===== src/hw/rtl/assert_macros.svh =====
// Assertion macros shared by the RTL files of the mouse packet tracker.
// Needs nothing else; take in by `include where assertions are written.
`ifndef ASSERT_MACROS_SVH
`define ASSERT_MACROS_SVH

// Antecedent true implies consequent true at the same edge.
`define ASSERT_IMPLIES(label, clk, rst_n, ante, cons) \
    label: assert property (@(posedge clk) disable iff (!rst_n) (ante) |-> (cons)) \
        else $error("assertion failed: ante -> cons");

// Antecedent true implies consequent true at the next edge.
`define ASSERT_NEXT(label, clk, rst_n, ante, cons) \
    label: assert property (@(posedge clk) disable iff (!rst_n) (ante) |=> (cons)) \
        else $error("assertion failed: ante => cons");

// Expression must never hold.
`define ASSERT_NEVER(label, clk, rst_n, expr) \
    label: assert property (@(posedge clk) disable iff (!rst_n) !(expr)) \
        else $error("assertion failed: never expr");

`endif


===== src/hw/rtl/ps2mt_pkg.sv =====
// Package for the PS/2 mouse packet tracker: constants, types, clamp helpers.
// No dependencies; used by ps2mt_pointer_step and ps2_mouse_packet_tracker.
`default_nettype none

package ps2mt_pkg;

    // Pointer position after reset
    localparam logic [9:0] START_COL = 10'd40;
    localparam logic [9:0] START_ROW = 10'd12;

    // Register reset values
    localparam logic [10:0] WIDTH_RST  = 11'd80;
    localparam logic [10:0] HEIGHT_RST = 11'd25;
    localparam logic [7:0]  PERIOD_RST = 8'd0;
    localparam logic [10:0] SIZE_MAX   = 11'd1024;

    // Register indexes
    localparam logic [1:0] REG_WIDTH  = 2'd0;
    localparam logic [1:0] REG_HEIGHT = 2'd1;
    localparam logic [1:0] REG_PERIOD = 2'd2;

    // Byte position within a packet
    localparam logic [1:0] IDX_HEADER = 2'd0;
    localparam logic [1:0] IDX_XDELTA = 2'd1;
    localparam logic [1:0] IDX_YDELTA = 2'd2;

    // Header bit positions
    localparam int HB_LEFT   = 0;
    localparam int HB_RIGHT  = 1;
    localparam int HB_MIDDLE = 2;
    localparam int HB_XSIGN  = 4;
    localparam int HB_YSIGN  = 5;
    localparam int HB_XOVF   = 6;
    localparam int HB_YOVF   = 7;

    // Gathered packet handed to the pointer step
    typedef struct packed {
        logic [7:0] header;
        logic [7:0] x_byte;
        logic [7:0] y_byte;
    } t_packet;

    // Current tracker state seen by the pointer step
    typedef struct packed {
        logic [1:0] prev_count;
        logic [9:0] column;
        logic [9:0] row;
    } t_track;

    // Outcome of one complete packet
    typedef struct packed {
        logic       overflow;
        logic       left;
        logic       right;
        logic [1:0] count;
        logic       moved;
        logic [9:0] column;
        logic [9:0] row;
    } t_step_res;

    // Screen size as used by the clamp: 0 reads as 1, above 1024 as 1024
    function automatic logic [10:0] eff_size(input logic [10:0] v);
        logic [10:0] s;
        if (v == 11'd0) begin
            s = 11'd1;
        end else if (v > SIZE_MAX) begin
            s = SIZE_MAX;
        end else begin
            s = v;
        end
        return s;
    endfunction

    // Clamp a signed position into 0 .. size-1
    function automatic logic [9:0] clamp_pos(input logic signed [11:0] p,
                                             input logic [10:0] size);
        logic [10:0] lim;
        logic [9:0]  q;
        lim = size - 11'd1;
        if (p >= $signed({1'b0, size})) begin
            q = lim[9:0];
        end else if (p < 12'sd0) begin
            q = 10'd0;
        end else begin
            q = p[9:0];
        end
        return q;
    endfunction

endpackage

`default_nettype wire


===== src/hw/rtl/ps2mt_pointer_step.sv =====
// Decodes one complete three-byte packet: overflow check, buttons, move and clamp.
// Depends on ps2mt_pkg.
`default_nettype none

module ps2mt_pointer_step (
    input  wire ps2mt_pkg::t_packet   i_pkt,
    input  wire ps2mt_pkg::t_track    i_track,
    input  wire logic [10:0]          i_width,
    input  wire logic [10:0]          i_height,
    output ps2mt_pkg::t_step_res      o_res
);

    logic [1:0]         w_count;
    logic signed [11:0] w_dx;
    logic signed [11:0] w_dy;
    logic signed [11:0] w_col;
    logic signed [11:0] w_row;

    // Button count and 9-bit signed deltas widened to 12 bits
    assign w_count = {1'b0, i_pkt.header[ps2mt_pkg::HB_LEFT]}
                   + {1'b0, i_pkt.header[ps2mt_pkg::HB_RIGHT]}
                   + {1'b0, i_pkt.header[ps2mt_pkg::HB_MIDDLE]};
    assign w_dx  = $signed({{4{i_pkt.header[ps2mt_pkg::HB_XSIGN]}}, i_pkt.x_byte});
    assign w_dy  = $signed({{4{i_pkt.header[ps2mt_pkg::HB_YSIGN]}}, i_pkt.y_byte});
    assign w_col = $signed({2'b00, i_track.column}) + w_dx;
    assign w_row = $signed({2'b00, i_track.row}) - w_dy;

    // Move only when the button count is unchanged, else record the new count
    always_comb begin
        o_res.overflow = i_pkt.header[ps2mt_pkg::HB_XOVF] | i_pkt.header[ps2mt_pkg::HB_YOVF];
        o_res.left     = i_pkt.header[ps2mt_pkg::HB_LEFT];
        o_res.right    = i_pkt.header[ps2mt_pkg::HB_RIGHT];
        o_res.count    = w_count;
        o_res.moved    = (w_count == i_track.prev_count);
        if (o_res.moved) begin
            o_res.column = ps2mt_pkg::clamp_pos(w_col, ps2mt_pkg::eff_size(i_width));
            o_res.row    = ps2mt_pkg::clamp_pos(w_row, ps2mt_pkg::eff_size(i_height));
        end else begin
            o_res.column = i_track.column;
            o_res.row    = i_track.row;
        end
    end

endmodule

`default_nettype wire


===== src/hw/rtl/ps2_mouse_packet_tracker.sv =====
// PS/2 mouse packet tracker top level: byte gathering, state, tick counter, output word.
// Depends on ps2mt_pkg, ps2mt_pointer_step and assert_macros.svh.
//
//  channel   dir  handshake                     word
//  s_axis    in   i_s_axis_tvalid/o_s_axis_tready  8-bit mouse byte
//  m_axis    out  o_m_axis_tvalid/i_m_axis_tready  32-bit pointer status
//  cfg       in   i_cfg_we (index, data)          screen size, refresh period
//
// The decode of a byte runs combinationally from the input word through the pointer
// step into the state and the output register, which load together on acceptance.
// Synchronous active-low reset clears the packet state, puts the pointer at its
// start position and loads the register defaults. A stall on m_axis holds the
// output word; a new byte is still taken in the cycle the held word is taken.
`default_nettype none

module ps2_mouse_packet_tracker (
    input  wire logic        i_clk,
    input  wire logic        i_rst_n,
    // slave side
    input  wire logic        i_s_axis_tvalid,
    output logic             o_s_axis_tready,
    input  wire logic [7:0]  i_s_axis_tdata,   // [7:0] data_byte
    // master side
    output logic             o_m_axis_tvalid,
    input  wire logic        i_m_axis_tready,
    output logic [31:0]      o_m_axis_tdata,   // [9:0] column, [19:10] row,
                                               // [20] left_button, [21] right_button,
                                               // [23:22] buttons_pressed,
                                               // [24] packet_done, [25] packet_dropped,
                                               // [26] refresh_due, [31:27] zero
    // configuration
    input  wire logic        i_cfg_we,
    input  wire logic [1:0]  i_cfg_addr,
    input  wire logic [10:0] i_cfg_wdata
);

    `include "assert_macros.svh"

    // configuration registers
    logic [10:0] r_width;
    logic [10:0] r_height;
    logic [7:0]  r_period;

    // packet state
    logic [1:0]  r_byte_index, n_byte_index;
    logic [7:0]  r_header,     n_header;
    logic [7:0]  r_x_byte,     n_x_byte;
    logic        r_left,       n_left;
    logic        r_right,      n_right;
    logic [1:0]  r_prev_count, n_prev_count;
    logic [9:0]  r_column,     n_column;
    logic [9:0]  r_row,        n_row;
    logic [7:0]  r_tick,       n_tick;

    // output register
    logic        r_out_valid;
    logic [26:0] r_out_word;
    logic [26:0] n_out_word;

    logic        w_in_acc;
    logic        w_done;
    logic        w_dropped;
    logic        w_refresh;
    logic        w_hdr_acc;
    logic        w_pkt_end;

    ps2mt_pkg::t_packet   w_pkt;
    ps2mt_pkg::t_track    w_track;
    ps2mt_pkg::t_step_res w_res;

    // input taken whenever the output register is free or being emptied
    assign o_s_axis_tready = !r_out_valid || i_m_axis_tready;
    assign w_in_acc        = i_s_axis_tvalid && o_s_axis_tready;

    assign w_pkt   = '{header: r_header, x_byte: r_x_byte, y_byte: i_s_axis_tdata};
    assign w_track = '{prev_count: r_prev_count, column: r_column, row: r_row};

    ps2mt_pointer_step u_step (
        .i_pkt    (w_pkt),
        .i_track  (w_track),
        .i_width  (r_width),
        .i_height (r_height),
        .o_res    (w_res)
    );

    // next state for one byte
    always_comb begin
        n_byte_index = r_byte_index;
        n_header     = r_header;
        n_x_byte     = r_x_byte;
        n_left       = r_left;
        n_right      = r_right;
        n_prev_count = r_prev_count;
        n_column     = r_column;
        n_row        = r_row;
        n_tick       = r_tick;
        w_done       = 1'b0;
        w_dropped    = 1'b0;
        w_refresh    = 1'b0;

        unique case (r_byte_index)
            ps2mt_pkg::IDX_HEADER: begin
                n_header     = i_s_axis_tdata;
                n_byte_index = ps2mt_pkg::IDX_XDELTA;
            end
            ps2mt_pkg::IDX_XDELTA: begin
                n_x_byte     = i_s_axis_tdata;
                n_byte_index = ps2mt_pkg::IDX_YDELTA;
            end
            default: begin
                n_byte_index = ps2mt_pkg::IDX_HEADER;
                if (w_res.overflow) begin
                    w_dropped = 1'b1;
                end else begin
                    w_done   = 1'b1;
                    n_left   = w_res.left;
                    n_right  = w_res.right;
                    n_column = w_res.column;
                    n_row    = w_res.row;
                    if (!w_res.moved) begin
                        n_prev_count = w_res.count;
                    end
                end
            end
        endcase

        // refresh tick, skipped on a dropped packet
        if (!w_dropped) begin
            if (r_tick == r_period) begin
                w_refresh = 1'b1;
                n_tick    = 8'd0;
            end else begin
                n_tick = r_tick + 8'd1;
            end
        end

        n_out_word = {w_refresh, w_dropped, w_done, n_prev_count,
                      n_right, n_left, n_row, n_column};
    end

    // configuration writes
    always_ff @(posedge i_clk) begin
        if (!i_rst_n) begin
            r_width  <= ps2mt_pkg::WIDTH_RST;
            r_height <= ps2mt_pkg::HEIGHT_RST;
            r_period <= ps2mt_pkg::PERIOD_RST;
        end else if (i_cfg_we) begin
            unique case (i_cfg_addr)
                ps2mt_pkg::REG_WIDTH:  r_width  <= i_cfg_wdata;
                ps2mt_pkg::REG_HEIGHT: r_height <= i_cfg_wdata;
                ps2mt_pkg::REG_PERIOD: r_period <= i_cfg_wdata[7:0];
                default: ;
            endcase
        end
    end

    // tracker state
    always_ff @(posedge i_clk) begin
        if (!i_rst_n) begin
            r_byte_index <= ps2mt_pkg::IDX_HEADER;
            r_header     <= 8'd0;
            r_x_byte     <= 8'd0;
            r_left       <= 1'b0;
            r_right      <= 1'b0;
            r_prev_count <= 2'd0;
            r_column     <= ps2mt_pkg::START_COL;
            r_row        <= ps2mt_pkg::START_ROW;
            r_tick       <= 8'd0;
        end else if (w_in_acc) begin
            r_byte_index <= n_byte_index;
            r_header     <= n_header;
            r_x_byte     <= n_x_byte;
            r_left       <= n_left;
            r_right      <= n_right;
            r_prev_count <= n_prev_count;
            r_column     <= n_column;
            r_row        <= n_row;
            r_tick       <= n_tick;
        end
    end

    // output valid flag
    always_ff @(posedge i_clk) begin
        if (!i_rst_n) begin
            r_out_valid <= 1'b0;
        end else if (w_in_acc) begin
            r_out_valid <= 1'b1;
        end else if (i_m_axis_tready) begin
            r_out_valid <= 1'b0;
        end
    end

    // output word, no reset
    always_ff @(posedge i_clk) begin
        if (w_in_acc) begin
            r_out_word <= n_out_word;
        end
    end

    assign o_m_axis_tvalid = r_out_valid;
    assign o_m_axis_tdata  = {5'd0, r_out_word};

    // checks
    assign w_hdr_acc = w_in_acc && (r_byte_index == ps2mt_pkg::IDX_HEADER);
    assign w_pkt_end = w_in_acc && (w_done || w_dropped);

    `ASSERT_NEVER(a_index_range, i_clk, i_rst_n, r_byte_index > ps2mt_pkg::IDX_YDELTA)
    `ASSERT_NEVER(a_done_xor_drop, i_clk, i_rst_n, r_out_valid && r_out_word[24] && r_out_word[25])
    `ASSERT_NEXT(a_header_advance, i_clk, i_rst_n, w_hdr_acc, r_byte_index == ps2mt_pkg::IDX_XDELTA)
    `ASSERT_IMPLIES(a_packet_end, i_clk, i_rst_n, w_pkt_end, r_byte_index == ps2mt_pkg::IDX_YDELTA)

endmodule

`default_nettype wire


===== config.mk =====
export PLATFORM = sky130hd
export DESIGN_NAME = ps2_mouse_packet_tracker
export DESIGN_NICKNAME = d
export VERILOG_FILES = /design/src/hw/rtl/ps2mt_pkg.sv /design/src/hw/rtl/ps2mt_pointer_step.sv /design/src/hw/rtl/ps2_mouse_packet_tracker.sv
export VERILOG_INCLUDE_DIRS = /design/src /design/src/hw/rtl
export SDC_FILE = /design/constraint.sdc
export NUM_CORES = 1
export LEC_CHECK = 0
export BUFFER_PORTS_ARGS = -buffer_cell sky130_fd_sc_hd__buf_2
export CORE_MARGIN = 4
export CORE_UTILIZATION = 40
export DETAILED_ROUTE_END_ITERATION = 12
export GPL_TIMING_DRIVEN = 1
export PLACE_DENSITY = 0.64
export SLEW_MARGIN = 20
export SYNTH_ARGS = -nofsm -noshare
export SYNTH_HDL_FRONTEND = slang
export SYNTH_SLANG_ARGS = --single-unit

===== constraint.sdc =====
create_clock -name i_clk -period 13 [get_ports i_clk]
set_input_delay 2.6 -clock i_clk [delete_from_list [all_inputs] [get_ports i_clk]]
set_output_delay 2.6 -clock i_clk [all_outputs]
set_load 0.01 [all_outputs]

==> run metrics <==
Required @ worst endpoint between 10,000 and 15,000 ps; WHS 482.9 ps; area grow syn2layout 10.51%; mux cell area share after synthesis 5.535%; RSZ-0062 raised after global routing false; clock skew ~9 ps; largest family of logic cells by synthesized area simple AND/OR/NAND/NOR gates; Die Height 137.6 um; Multi-input gate area between 4000 and 5000 um^2; Mapped Area approximately 6700 um^2; row cnt between 40 and 50; crit-path max FO 8; Netlist cell types between 80 and 90; Final nets 860; IO buf count 54; total CTS buffers 9; relative max-transition margin between 30% and 40%; DRT Pass-1 Iters 4; worst reg2reg startpoint r_row[0]; Filler cells 1,630; max cap viols 0; RR Endpoint r_out_word[17]; combinational share of power 18.4%; Flop pwr share between 40 and 50%; critical path capture point r_out_word[17]; Synth Instances 745; first-pass GRT wire length 26.08 mm; die area around 19,000 um^2; Avg Cell Area, Syn between 9 and 10 um^2; routability cong. between 0.8 and 0.9; Core Area 16,520 um^2; DR vias/cell between 5 and 6; drc violations 0; initial core utilization 40.63%; Pleak about 3.1 nW; count leader, synth nand2_1; Yosys top cell area share 23.85%; Clk pwr share 34.3%; Setup TNS 0 ps; Worst-path clk slew 70 ps; Worst Max-Slew Pin Slew slightly above 1000 ps; Resized cells post-CTS 0; ys flop type dfxtp_1; initial antenna violation count 0; critical path class in -> reg; clk_lat worst skew 360 ps; Sequential Area around 2400 um^2; Root Buffer clkbuf_16; top cells by area, synth dfxtp_1, edfxtp_1, ha_1, nand2_1, mux2i_1; final setup fails 0; Adder-Cell Fraction of Synth Area roughly a tenth; CP startpoint kind input port; EDFF count, synth 27; Max Fclk roughly 0.17 GHz; IO Pins 60; synth warn 0; Routed Antenna Nets 0; worst r2r path cells 16; Worst R2R Setup Slack between 8000 and 9000 ps; routed via count around 5,400; Synth Area in Simple Gates about a fifth; share of layout cells above drive strength 1 13.43%; Worst Setup SP i_s_axis_tdata[0]; Int Pwr roughly 0.54 mW; H-Tree Depth 3; minimum clock period between 6000 and 7000 ps; outcome completed; postcts setup bufs 0; TritonCTS clock tree done; DRT iter0 DRCs a little under 300; total track usage ~18%; Hold Fails Final Rpt 0; sequential element share of the synthesized area 35.93%; Longest Clk Path Bufs 2; register bit total from synthesis between 100 and 150; Pwr Density approximately 100 nW/um^2; Max VDD drop 0.09689 mV; vias in the first global route about 5,000; # clock sinks 107; Pins Over Slew Limit 0; Synth Area in Compound Gates between 10% and 20%; fraction of registers with async set/reset 0%; top post-synthesis cells by count nand2_1, dfxtp_1, nor2_1; switching share of power 29.72%; WL final between 15 and 20 mm; post-synth top area cell dfxtp_1; DIE WIDTH 137.6 um; data arrival time of the worst path 6110 ps; final critical-path share of the clock period a little under half; DR WL/cell between 15 and 20 um; total power 0.7726 mW; Antenna Cells 0; sw power roughly 0.23 mW; HPWL after DPL 12.16 mm; GR Overflow Total 0; Hold Path Class reg -> reg; critical path endpoint category register; largest net degree at the start of global routing just over 80; Synth Area in XOR/XNOR 4.678%; Post-CTS Hold Buffers 0
-- registers in the layout, summed over array words and instances, names as in the netlist --
signal	count
r_right	1
r_column	10
r_x_byte	8
r_period	8
r_out_word	27
r_header	7
r_left	1
r_height	11
r_width	11
r_tick	8
r_byte_index	2
r_prev_count	2
r_row	10
o_m_axis_tvalid	1
-- layout make-up --
class	count	share of cell area (%)
clock inverter	6	0.6239
tap	220	3.710
sequential	107	32.51
inverter	33	1.669
multi-input combinational	577	54.55
timing repair buffer	56	3.845
clock buffer	10	3.086
-- how the worst min path moves through the flow --
stage	from	cells after the start	slack (ps)	endpoint
final	r_row[0]	2	480	r_row[0]
after global routing	r_row[0]	2	500	r_row[0]
after CTS	r_row[0]	2	480	r_row[0]
after detailed placement	r_row[0]	2	470	r_row[0]
after global placement	r_row[0]	2	470	r_row[0]
after floorplan	r_row[0]	2	450	r_row[0]
-- metrics by stage --
step                setup slack (ps)  utilization, %  std cells  area [um^2]
floorplan                       7136               -        749         6729
global placement                6736           43.20        993         7139
detailed placement              6659           43.20        993         7139
CTS                             7031           44.87       1009         7415
global route                    6718           44.90       1009         7420
finish                          6999           44.90       1009         7420
-- critical path, stage by stage --
cell and delay [ps]:
buf_2 120, ha_1 220, fa_1 430, nor2b_1 200
o211ai_1 130, a2bb2oi_1 250, a21oi_1 100, o21bai_1 160
xnor2_1 110, ha_1 220, a2111oi_0 420, o21a_1 250
o31ai_4 120, nand2_2 210, mux2_2 380, a22o_1 200
-- cells by family after synthesis --
family | Yosys count
buffers and inverters | 65
AND/OR/NAND/NOR | 279
other | 1
AO/OA/AOI/OAI | 172
flip-flops | 107
XOR/XNOR | 35
multiplexers | 36
adder cells (fa/ha/maj) | 50
-- cells in the final DEF, fill, tap and decap left out, types with 13 or more instances in the layout --
master and count:
inv_1 29, edfxtp_1 27, a21boi_0 21, o31ai_1 13
nand2_1 106, nor2_1 50, ha_1 47, a21oi_1 28
o21ai_0 17, dfxtp_1 80, nand3_1 21, nor2b_1 27
xor2_1 18, mux2i_1 27, buf_2 54, xnor2_1 16
-- power groups by stage --
| stage | sequential (mW) | combinational [mW] | clock [mW] |
|---|---|---|---|
| floorplan | 0.372 | 0.103 | 0 |
| global placement | 0.373 | 0.141 | 0 |
| detailed placement | 0.373 | 0.141 | 0 |
| CTS | 0.366 | 0.142 | 0.272 |
| global route | 0.367 | 0.158 | 0.285 |
| finish | 0.365 | 0.142 | 0.265 |
-- metal layers --
layer | GRT usage, % | wire (um)
met3 | 4.091 | 977
met2 | 26.79 | 6981
met5 | 0 | 0
met4 | 4.490 | 245
met1 | 25.50 | 8102
(Power assumes the default switching activity.)
